`src/design/bpa_pkg.sv`:
```
// bitmap page allocator package: map geometry, widths and memory word helpers
// no dependencies
`timescale 1ns / 1ps

package bpa_pkg;

    localparam int MaxPages   = 4096;
    localparam int WordBits   = 64;
    localparam int WordCount  = MaxPages / WordBits;
    localparam int AddrW      = $clog2(WordCount);
    localparam int BitW       = $clog2(WordBits);
    localparam int PageW      = $clog2(MaxPages);
    localparam int CountW     = PageW + 1;

    localparam logic KIND_ALLOC = 1'b0;
    localparam logic KIND_FREE  = 1'b1;

    typedef logic [WordBits-1:0] word_t;
    typedef logic [AddrW-1:0]    waddr_t;
    typedef logic [PageW-1:0]    page_t;
    typedef logic [CountW-1:0]   count_t;

    // memory request from the controller
    typedef struct packed {
        logic   rd_en;
        waddr_t rd_addr;
        logic   wr_en;
        waddr_t wr_addr;
        word_t  wr_data;
    } mem_req_t;

endpackage

```
`src/design/bpa_map_ram.sv`:
```
// page used map storage: one 64-bit word per address, registered read data
// uses bpa_pkg; reset state comes from an init sweep driven by the controller
`timescale 1ns / 1ps

module bpa_map_ram
    import bpa_pkg::*;
(
    input  logic     aclk,
    input  mem_req_t req,
    output word_t    rd_data
);

    word_t mem [WordCount];
    word_t rd_data_reg;

    always_ff @(posedge aclk) begin
        if (req.wr_en) begin
            mem[req.wr_addr] <= req.wr_data;
        end
        if (req.rd_en) begin
            rd_data_reg <= mem[req.rd_addr];
        end
    end

    assign rd_data = rd_data_reg;

endmodule

```
`src/design/bpa_ctrl.sv`:
```
// allocator sequencer: init sweep, first-fit scan, mark and free passes
// uses bpa_pkg; drives bpa_map_ram through a mem_req_t
`timescale 1ns / 1ps

module bpa_ctrl
    import bpa_pkg::*;
(
    input  logic     aclk,
    input  logic     aresetn,
    input  logic     cmd_valid,
    output logic     cmd_ready,
    input  logic     cmd_kind,
    input  page_t    cmd_start,
    input  count_t   cmd_count,
    input  count_t   limit_cfg,
    output logic     res_valid,
    input  logic     res_ready,
    output logic     res_success,
    output page_t    res_page,
    output mem_req_t req,
    input  word_t    rd_data
);

    typedef enum logic [2:0] {
        ST_INIT, ST_IDLE, ST_SCAN, ST_BITS, ST_MREAD, ST_MWAIT, ST_MOD, ST_DONE
    } state_t;

    state_t   state_reg;
    waddr_t   addr_reg;
    count_t   limit_reg;
    logic     mark_reg;
    count_t   cnt_reg;
    count_t   run_reg;
    count_t   pos_reg;
    count_t   cur_reg;
    count_t   end_reg;
    word_t    word_reg;
    logic     ok_reg;
    page_t    page_reg;

    // page index helpers
    logic [CountW:0] run_end;
    logic            word_in_range;
    logic            bit_used;
    logic [BitW-1:0] bsel;
    word_t           mod_mask;
    count_t          wbase;
    count_t          wtop;
    word_t           cur_word;
    count_t          run_start;

    assign run_end       = {1'b0, cur_reg} + {1'b0, cnt_reg};
    assign wbase         = {1'b0, addr_reg, {BitW{1'b0}}};
    assign wtop          = wbase + count_t'(WordBits);
    assign bsel          = pos_reg[BitW-1:0];
    // first page of a word comes straight from the memory output
    assign cur_word      = (pos_reg == wbase) ? rd_data : word_reg;
    assign bit_used      = cur_word[bsel];
    assign word_in_range = wbase < limit_reg;
    assign run_start     = pos_reg + 1'b1 - cnt_reg;

    always_comb begin
        mod_mask = '0;
        for (int i = 0; i < WordBits; i++) begin
            if ((wbase + count_t'(i)) >= cur_reg && (wbase + count_t'(i)) < end_reg) begin
                mod_mask[i] = 1'b1;
            end
        end
    end

    always_comb begin
        req         = '0;
        req.rd_addr = addr_reg;
        req.wr_addr = addr_reg;
        case (state_reg)
            ST_INIT: begin
                req.wr_en   = 1'b1;
                req.wr_data = '1;
            end
            ST_SCAN, ST_MREAD: begin
                req.rd_en = 1'b1;
            end
            ST_MOD: begin
                req.wr_en   = 1'b1;
                req.wr_data = mark_reg ? (word_reg | mod_mask) : (word_reg & ~mod_mask);
            end
            default: begin
            end
        endcase
    end

    assign cmd_ready   = (state_reg == ST_IDLE);
    assign res_valid   = (state_reg == ST_DONE);
    assign res_success = ok_reg;
    assign res_page    = page_reg;

    always_ff @(posedge aclk) begin
        if (!aresetn) begin
            state_reg     <= ST_INIT;
            addr_reg      <= '0;
        end else begin
            case (state_reg)
                ST_INIT: begin
                    addr_reg <= addr_reg + 1'b1;
                    if (addr_reg == waddr_t'(WordCount - 1)) begin
                        state_reg <= ST_IDLE;
                    end
                end
                ST_IDLE: begin
                    if (cmd_valid) begin
                        limit_reg <= (limit_cfg > count_t'(MaxPages)) ?
                                     count_t'(MaxPages) : limit_cfg;
                        cnt_reg   <= cmd_count;
                        run_reg   <= '0;
                        pos_reg   <= '0;
                        page_reg  <= '0;
                        if (cmd_kind == KIND_FREE) begin
                            mark_reg  <= 1'b0;
                            cur_reg   <= {1'b0, cmd_start};
                            ok_reg    <= 1'b1;
                            state_reg <= ST_MREAD;
                            addr_reg  <= cmd_start[PageW-1:BitW];
                            end_reg   <= '0;
                        end else begin
                            mark_reg <= 1'b1;
                            ok_reg   <= 1'b0;
                            addr_reg <= '0;
                            if (cmd_count == '0 ||
                                cmd_count > ((limit_cfg > count_t'(MaxPages)) ?
                                             count_t'(MaxPages) : limit_cfg)) begin
                                state_reg <= ST_DONE;
                            end else begin
                                state_reg <= ST_SCAN;
                            end
                        end
                    end
                end
                ST_SCAN: begin
                    if (!word_in_range) begin
                        state_reg <= ST_DONE;
                    end else begin
                        state_reg <= ST_BITS;
                    end
                end
                ST_BITS: begin
                    // one page a cycle; a fully used word is skipped at once
                    if (pos_reg >= limit_reg) begin
                        state_reg <= ST_DONE;
                    end else if (pos_reg == wbase && rd_data == '1) begin
                        run_reg   <= '0;
                        pos_reg   <= wtop;
                        addr_reg  <= addr_reg + 1'b1;
                        state_reg <= (addr_reg == waddr_t'(WordCount - 1)) ?
                                     ST_DONE : ST_SCAN;
                    end else if (bit_used) begin
                        run_reg <= '0;
                        pos_reg <= pos_reg + 1'b1;
                        if (bsel == {BitW{1'b1}}) begin
                            addr_reg  <= addr_reg + 1'b1;
                            state_reg <= (addr_reg == waddr_t'(WordCount - 1)) ?
                                         ST_DONE : ST_SCAN;
                        end
                    end else if (run_reg + 1'b1 == cnt_reg) begin
                        cur_reg   <= run_start;
                        end_reg   <= pos_reg + 1'b1;
                        addr_reg  <= run_start[PageW-1:BitW];
                        page_reg  <= run_start[PageW-1:0];
                        ok_reg    <= 1'b1;
                        state_reg <= ST_MREAD;
                    end else begin
                        run_reg <= run_reg + 1'b1;
                        pos_reg <= pos_reg + 1'b1;
                        if (bsel == {BitW{1'b1}}) begin
                            addr_reg  <= addr_reg + 1'b1;
                            state_reg <= (addr_reg == waddr_t'(WordCount - 1)) ?
                                         ST_DONE : ST_SCAN;
                        end
                    end
                end
                ST_MREAD: begin
                    if (!mark_reg && end_reg == '0) begin
                        end_reg <= (run_end > {1'b0, limit_reg}) ?
                                   limit_reg : run_end[CountW-1:0];
                        if (cur_reg >= limit_reg || cnt_reg == '0) begin
                            state_reg <= ST_DONE;
                        end else begin
                            state_reg <= ST_MWAIT;
                        end
                    end else if (cur_reg >= end_reg) begin
                        state_reg <= ST_DONE;
                    end else begin
                        state_reg <= ST_MWAIT;
                    end
                end
                ST_MWAIT: begin
                    state_reg <= ST_MOD;
                end
                ST_MOD: begin
                    addr_reg <= addr_reg + 1'b1;
                    if (wtop >= end_reg) begin
                        state_reg <= ST_DONE;
                    end else begin
                        state_reg <= ST_MREAD;
                    end
                end
                ST_DONE: begin
                    if (res_ready) begin
                        state_reg <= ST_IDLE;
                    end
                end
                default: begin
                    state_reg <= ST_IDLE;
                end
            endcase
        end
    end

    // word register takes rd_data at a word's first page and in ST_MWAIT
    always_ff @(posedge aclk) begin
        if (state_reg == ST_BITS && pos_reg == wbase) begin
            word_reg <= rd_data;
        end else if (state_reg == ST_MWAIT) begin
            word_reg <= rd_data;
        end
    end

    assert property (@(posedge aclk) disable iff (!aresetn)
        res_valid && !res_ready |=> res_valid && $stable(res_page))
        else $error("result dropped under stall");
    assert property (@(posedge aclk) disable iff (!aresetn)
        cmd_ready |-> !res_valid)
        else $error("accepting while result pending");
    assert property (@(posedge aclk) disable iff (!aresetn)
        req.wr_en && req.rd_en |-> 1'b0)
        else $error("read and write overlap");

endmodule

```
`src/design/bitmap_page_allocator.sv`:
```
// bitmap first-fit page allocator top level
// uses bpa_pkg, bpa_ctrl and bpa_map_ram
//
// s_axis beat: allocate (tuser 0) or free (tuser 1) a run of pages.
// m_axis beat: one per input beat; tdata holds success and first page.
// cfg_we/cfg_wdata set the page limit (reset 4096); write them only
// while idle, which the block itself does not enforce. after reset the
// map is swept to all used, one write per map word; no beat is taken
// during the sweep. allocate: each 64-bit map word is read; a fully
// used word is skipped at once, a word with free pages is scanned one
// page per cycle; marking rewrites each touched word with a read, a
// wait and a write. free: the same read, wait and write per touched
// word, up to the page limit. one item is handled at a time; the
// result is held while m_axis_tready is low and the next beat is taken
// once it has been delivered.
`timescale 1ns / 1ps

module bitmap_page_allocator
    import bpa_pkg::*;
(
    input  logic        aclk,
    input  logic        aresetn,
    input  logic        cfg_we,
    input  logic [12:0] cfg_wdata,
    input  logic        s_axis_tvalid,
    output logic        s_axis_tready,
    input  logic [31:0] s_axis_tdata,  // start_page[11:0], page_count[24:12]
    input  logic        s_axis_tuser,  // kind
    output logic        m_axis_tvalid,
    input  logic        m_axis_tready,
    output logic [15:0] m_axis_tdata   // success[0], first_page[12:1]
);

    count_t   limit_reg;
    mem_req_t req;
    word_t    rd_data;
    logic     success;
    page_t    first_page;

    always_ff @(posedge aclk) begin
        if (!aresetn) begin
            limit_reg <= count_t'(MaxPages);
        end else if (cfg_we) begin
            limit_reg <= cfg_wdata;
        end
    end

    bpa_ctrl u_ctrl (
        .aclk        (aclk),
        .aresetn     (aresetn),
        .cmd_valid   (s_axis_tvalid),
        .cmd_ready   (s_axis_tready),
        .cmd_kind    (s_axis_tuser),
        .cmd_start   (s_axis_tdata[11:0]),
        .cmd_count   (s_axis_tdata[24:12]),
        .limit_cfg   (limit_reg),
        .res_valid   (m_axis_tvalid),
        .res_ready   (m_axis_tready),
        .res_success (success),
        .res_page    (first_page),
        .req         (req),
        .rd_data     (rd_data)
    );

    bpa_map_ram u_ram (
        .aclk    (aclk),
        .req     (req),
        .rd_data (rd_data)
    );

    assign m_axis_tdata = {3'b000, first_page, success};

endmodule

```
`config.mk`:
```
export PLATFORM = sky130hd
export DESIGN_NAME = bitmap_page_allocator
export DESIGN_NICKNAME = d
export VERILOG_FILES = /design/src/design/bpa_pkg.sv /design/src/design/bpa_map_ram.sv /design/src/design/bpa_ctrl.sv /design/src/design/bitmap_page_allocator.sv
export SDC_FILE = /design/constraint.sdc
export NUM_CORES = 2
export LEC_CHECK = 0
export ABC_AREA = 1
export BUFFER_PORTS_ARGS = -buffer_cell sky130_fd_sc_hd__clkbuf_2
export CELL_PAD_IN_SITES_DETAIL_PLACEMENT = 0
export CELL_PAD_IN_SITES_GLOBAL_PLACEMENT = 1
export CORE_MARGIN = 1
export CORE_UTILIZATION = 49
export CTS_CLUSTER_DIAMETER = 40
export CTS_CLUSTER_SIZE = 30
export DETAILED_ROUTE_END_ITERATION = 6
export PLACE_DENSITY_LB_ADDON = 0.1
export SETUP_SLACK_MARGIN = 0.02
export SYNTH_ARGS = -nofsm -noshare
export SYNTH_HDL_FRONTEND = slang
export SYNTH_SLANG_ARGS = --single-unit
```
`constraint.sdc`:
```
create_clock -name aclk -period 6.45 [get_ports aclk]
set_input_delay 0.645 -clock aclk [delete_from_list [all_inputs] [get_ports aclk]]
set_output_delay 0.645 -clock aclk [all_outputs]
set_load 0.01 [all_outputs]
```
Yosys cells after proc, flatten, opt, wreduce, memory -nomap -nowiden
Memory sizes are Yosys's and may differ from the RTL's. A register that Yosys moved wholly into a read port is not among the register bits.
Index checks and enable logic that the tools add are counted.
{ "totals": {"output_inout_bits": 18, "ram_bits": 4096, "latchBits": 0, "wordCells": 474, "memories": 1, "ff_bits": 178, "romBits": 0} }
{ "mem_list": {"columns": ["memory", "words", "word_bits", "rd", "rd_ports_with_merged_regs", "wr", "line_no", "source"], "rows": [
  ["u_ram.mem", 64, 64, 1, 1, 1, "bpa_map_ram.sv:13", "word_t mem [WordCount];"]
]} }
{ "classes": {"reduce_logical": 87, "n_eq_ne": 22, "div_mod_pow": 0, "shifts": 0, "add_sub_neg": 69, "bitwise": 3, "n_mul": 0, "muxes": 142, "n_lt_le_gt_ge": 137} }
{ "op_table": {"columns": ["operator", "n"], "rows": [
  ["greater-or-equal comparator 13 bit", 67],
  ["< comparator 13 bit", 63],
  ["adder 12 x 6 -> 13 bit, second input constant", 32],
  ["2-to-1 mux 13 bit", 24],
  ["2-to-1 mux 64 bit", 4],
  ["adder 12 x 5 -> 13 bit, second input constant", 16],
  ["case mux 64 bit (2 select lines)", 1],
  ["adder 12 x 4 -> 13 bit, second input constant", 8],
  ["case mux 13 bit (2 select lines)", 3],
  ["2-to-1 mux 1 bit", 76],
  ["logical AND 1 bit", 67],
  ["bitwise AND 64 bit", 1],
  ["equality test 64 bit, second input constant", 1],
  ["NOT 64 bit", 1],
  ["OR 64 bit", 1],
  ["2-to-1 mux 12 bit", 5],
  ["adder 12 x 3 -> 13 bit, second input constant", 4],
  ["2-to-1 mux 6 bit", 7],
  ["zero test 13 bit", 3],
  ["2-to-1 mux 3 bit", 13],
  ["case mux 13 bit (3 select lines)", 1],
  ["adder 12 x 2 -> 13 bit, second input constant", 2],
  ["adder 13 x 1 -> 13 bit, second input constant", 2],
  ["< comparator 12 x 13 -> 1 bit", 2],
  ["other kinds (36)", 56]
]} }

Depth between registers and ports, before layout
{ "depth": {"word_depth": 8, "ltp_mapped": 26, "ltp_nobuf": 25} }

Modules after synthesis
Synthesis repeated with hierarchy kept, for this count alone.
{ "unflattened": {"cells_unflattened": 15588, "area_unflattened_um2": 181561.6} }
{ "by_module_without_submodules": {"columns": ["module", "instances", "seq_area_each_um2", "area_each_um2", "cells_per_inst"], "rows": [
  ["bpa_map_ram", 1, 124919.8, 166056.8, 13418],
  ["bpa_ctrl", 1, 4864.7, 14928.1, 2084],
  ["bitmap_page_allocator", 1, 260.2, 576.8, 86]
]} }

Worst setup path before layout
OpenSTA, ideal clock, no wires.
{ "synth_path": {"path_kind": "register to register", "startpoint": "reg u_ctrl.pos_reg[0]", "endpoint": "reg u_ctrl.word_reg[0] (enable)", "slack_ps": -433, "required_ps": 5876, "arrival_ps": 6308, "stages_incl_launch_ff": 12, "path_cell_list": "edfxtp_1 > buf_2 > clkinv_1 > clkbuf_1 > ha_1 > nand2_1 > nor2_1 > nand2_1 > nor2_4 > nand2_4 > buf_6 > o21ai_0"} }
{ "synth_via": {"elab_chain_cells": 3} }
{ "synth_rtl": {"columns": ["element", "line_no", "source"], "rows": [
  ["start: declaration", "bpa_ctrl.sv:34", "count_t pos_reg;"],
  ["start signal: assignment", "bpa_ctrl.sv:151", "pos_reg <= wtop;"],
  ["start signal: assignment", "bpa_ctrl.sv:157", "pos_reg <= pos_reg + 1'b1;"],
  ["start signal: assignment", "bpa_ctrl.sv:172", "pos_reg <= pos_reg + 1'b1;"],
  ["equality test 13 x 12 -> 1 bit", "bpa_ctrl.sv:220", "if (state_reg == ST_BITS && pos_reg == wbase) begin"],
  ["logical AND 1 bit", "bpa_ctrl.sv:220", null],
  ["nonzero test 2 bit (no line)", null, null],
  ["end signal: assignment", "bpa_ctrl.sv:221", "word_reg <= rd_data;"],
  ["end signal: assignment", "bpa_ctrl.sv:223", "word_reg <= rd_data;"],
  ["end: declaration", "bpa_ctrl.sv:37", "word_t word_reg;"]
]} }
No other way between the ends.
A chain may end at the register's enable or synchronous reset.

Worst setup path in the final report
{ "layout_path": {"startpoint": "reg u_ctrl.state_reg[2]", "endpoint": "mem u_ram.mem[17][63] (netlist bit) (enable)"} }
{ "layout_via": {"elab_chain_cells": 5, "word_cells_on_any_way": 6, "cone_classes": "1 x eq/ne; 3 x mux; 2 x reduce/logical"} }
{ "layout_rtl": {"columns": ["element", "line_no", "source"], "rows": [
  ["start: declaration", "bpa_ctrl.sv:28", "state_t state_reg;"],
  ["start signal: assignment", "bpa_ctrl.sv:153", "state_reg <= (addr_reg == waddr_t'(WordCount - 1)) ?"],
  ["start signal: assignment", "bpa_ctrl.sv:160", "state_reg <= (addr_reg == waddr_t'(WordCount - 1)) ?"],
  ["start signal: assignment", "bpa_ctrl.sv:175", "state_reg <= (addr_reg == waddr_t'(WordCount - 1)) ?"],
  ["equality test 3 bit or zero test 3 bit (tied branches)", "bpa_ctrl.sv:75", "case (state_reg)"],
  ["OR reduction 2 bit (no line) (*)", null, null],
  ["2-to-1 mux 1 bit (*)", "bpa_ctrl.sv:75", null],
  ["2-to-1 mux 1 bit (*)", "bpa_map_ram.sv:17", "if (req.wr_en) begin"],
  ["2-to-1 mux 1 bit (implied by the code) (*)", "bpa_map_ram.sv:18", "mem[req.wr_addr] <= req.wr_data;"],
  ["end: declaration", "bpa_map_ram.sv:13", null]
]} }
Mark *: on every way between the ends. The rest lies on a longest branch, timed or not.

==> impl_metrics.toml <==
[critical_path]
start_kind = "flop"
cp_max_fo = 27
required_ns = 7.11
reg2reg_setup_slack_ns = 1.25
crit_type = "flop to flop"
end_kind = "flop"
arrival_ns = 5.86
r2r_cells = 10

[min_path]
hold_depth = 3
hold_class = "input port to flop"

[final_layout]
nNetsFinal = 11485
layout-drive-gt1-share = 0.131
syn2layout_area_growth_pct = 16.8
finalInstanceArea_um2 = 194000
fill_cells = 26124
largest_register_ffs = 4096
register_area_um2 = 130000
multi_input_area_um2 = 33500

[power_and_ir_drop]
p_int_w = 0.0496
switching_power_w = 0.0140
leakage_nw = 73.7
p_sw_frac = 0.220
power_frac_comb = 0.028
p_seq_frac = 0.483
p_per_area_nw_per_um2 = 328
irDropWorstVdd_mv = 0.260
pwr-share-clk = 0.490
power.total_w = 0.0636

[yosys]
netlist_top_cells_area = "edfxtp_1, nand2_1, a221oi_1"
syn_area_um2 = 166000
synth_warnings = 0
synth_flop_cell = "edfxtp_1"
async_flop_share = 0
ys_ff_latch = 4338
synthesis.instances = 10879
ys_seq_area_frac = 0.783
synth_cell_types = 71
synth_area_leader_cell = "edfxtp_1"
avgSynthCellArea_um2 = 15.3
synth_edf_count = 4316
synth_top_area_frac = 0.780

[detailed_routing]
vias_per_cell = 6.45
ant_nets = 0
drt-wirelength-per-cell_um = 35.4
first_pass_iters = 6
drtIter0Drc = 14636
totalWireLength_um = 577000
vias = 105154
drc = 0

[global_route]
grt_overflow = 0
grt_antenna_before_repair = 21
grt_use_total = 0.333
grt_pass1_vias = 101289
grt_max_degree = 109
grt_pass1_wl_um = 792000

[floorplan]
dieArea_um2 = 341000
start_util = 0.493
die_h_um = 584
num_rows = 213
dieWidth_um = 584
io_pins = 69
core-area_um2 = 337000

[timing]
tightest_slew_ns = 1.50
setup_ws_ns = 1.25
hold_viol_final = 0
finalSetupTns_ns = 0
report.final.slew_viol_count = 1
slew_headroom = -0.00284
rsz0062_at_grt = "false"
skew_ns = 0.0520
max_freq_mhz = 192
whs_ns = 0.0684
period_share = 0.806
min_period_ns = 5.20
setup-violations-final = 0

[clock_network]
clk_latency_ns = 1.03
cts_setup_buffers = 0
clkTransAtPathRegs_ns = 0.06
cts-root-buf = "clkbuf_16"
cts.sinks = 4338
cts.repair.resized = 0
cts_buffers = 551
cts_buffer_depth = 4
htree_levels = 6
cts_tree = "built"

[placed_design]
gp_congestion = 0.902
dp_hpwl_um = 307000
portBuffers = 58
place_ws_ns = 1.37
place_area_um2 = 175000

[run_status]
status = "complete, but fails checks"
violations = "capacitance limit, slew limit"

[flow_run]
timing.max_cap.violations = 1
==> routing by layer <==
layer,vias up,GRT usage,wire length (um)
li1,43563,-,-
met1,54430,0.472,231000
met2,6130,0.525,267000
met3,1025,0.0531,56000
met4,6,0.121,22900
met5,-,0,44
==> synth_stat cells, drive strengths merged (32+ instances only) <==
master / number
ha: 121
nand2: 2167
a21oi: 131
a221oi: 570
edfxtp: 4316
nor2: 281
nand3: 233
buf: 154
a22oi: 474
o21ai: 290
clkbuf: 442
a22o: 441
nand4: 603
xor2: 32
nor3: 50
inv: 360
==> stage by stage <==
stage / utilization / std cells
after global placement: 0.518 / 15232
final: 0.576 / 16291
after floorplan: - / 10881
after detailed placement: 0.519 / 15235
after CTS: 0.576 / 16282
after global routing: 0.576 / 16287
==> final timing paths <==
path,start,to
worst min register to register,u_ram.rd_data[11],u_ctrl.word_reg[11]
worst max register to register,u_ctrl.state_reg[2],u_ram.mem[17][63]
worst max-delay path,u_ctrl.state_reg[2],u_ram.mem[17][63]
worst min-delay path,s_axis_tdata[7],u_ctrl.cur_reg[7]
==> timing repair <==
action	CTS	global route
endpoints found under the hold margin	39	0
endpoints found under the setup margin	0	0
hold buffers	38	0
==> layout by cell type (no fill, tap or decap), types with 11 or more instances in the layout <==
cell type and instances:
a21oi_1 130, buf_4 303, inv_16 12, o21ai_0 214, o211ai_1 23, clkinv_8 16
nor2_1 225, inv_1 323, nand3_1 230, clkbuf_16 564, nor2_4 56, dlygate4sd3_1 38
clkbuf_2 58, o22ai_1 11, a22oi_1 474, inv_2 14, clkinvlp_4 57, nor3_1 35
inv_6 73, clkinv_2 68, a221oi_1 570, clkinv_1 70, a211oi_1 15, buf_12 71
a22o_1 441, ha_1 121, dfxtp_1 22, bufinv_16 57, nand4_1 602, o21ai_1 13
nand2_1 2158, xor2_1 32, clkinv_4 51, nor4_1 26, or2_2 18, o21ai_4 63
edfxtp_1 4316, clkbuf_1 54
==> worst max-delay path, cell delays in order (launching register included) <==
cell	delay, ns
dfxtp_1	0.45
inv_1	0.17
nor3_4	0.18
buf_4	0.41
inv_4	0.40
nand2_1	0.42
inv_1	0.40
nor2_1	0.29
inv_1	0.27
nor2_4	1.10
buf_4	0.59
==> kinds of logic after synthesis <==
family / synth area share
DFF: 0.783
and+or+nand+nor: 0.0898
AOI/OAI and AO/OA: 0.0930
buffers and inverters: 0.0227
adders and majority gates: 0.00936
xor gates and xnor gates: 0.00211
other: 0.0000226
==> area by class of cell <==
| cell class | instances | share of cell area |
|---|---|---|
| Multi-Input combinational cell | 5579 | 0.173 |
| Antenna cell | 9 | 0.000116 |
| Clock buffer | 618 | 0.0738 |
| Inverter | 368 | 0.00772 |
| Timing Repair Buffer | 473 | 0.0229 |
| Clock inverter | 391 | 0.0230 |
| Sequential cell | 4338 | 0.671 |
| Tap cell | 4515 | 0.0291 |
==> power by group through the flow <==
stage | Sequential [W] | Clock (W) | Combinational, W
floorplan | 0.0313 | 0 | 0.000802
global placement | 0.0313 | 0 | 0.00172
detailed placement | 0.0313 | 0 | 0.00172
CTS | 0.0307 | 0.0314 | 0.00174
global route | 0.0307 | 0.0325 | 0.00182
finish | 0.0307 | 0.0311 | 0.00178
(Power assumes the default switching activity.)
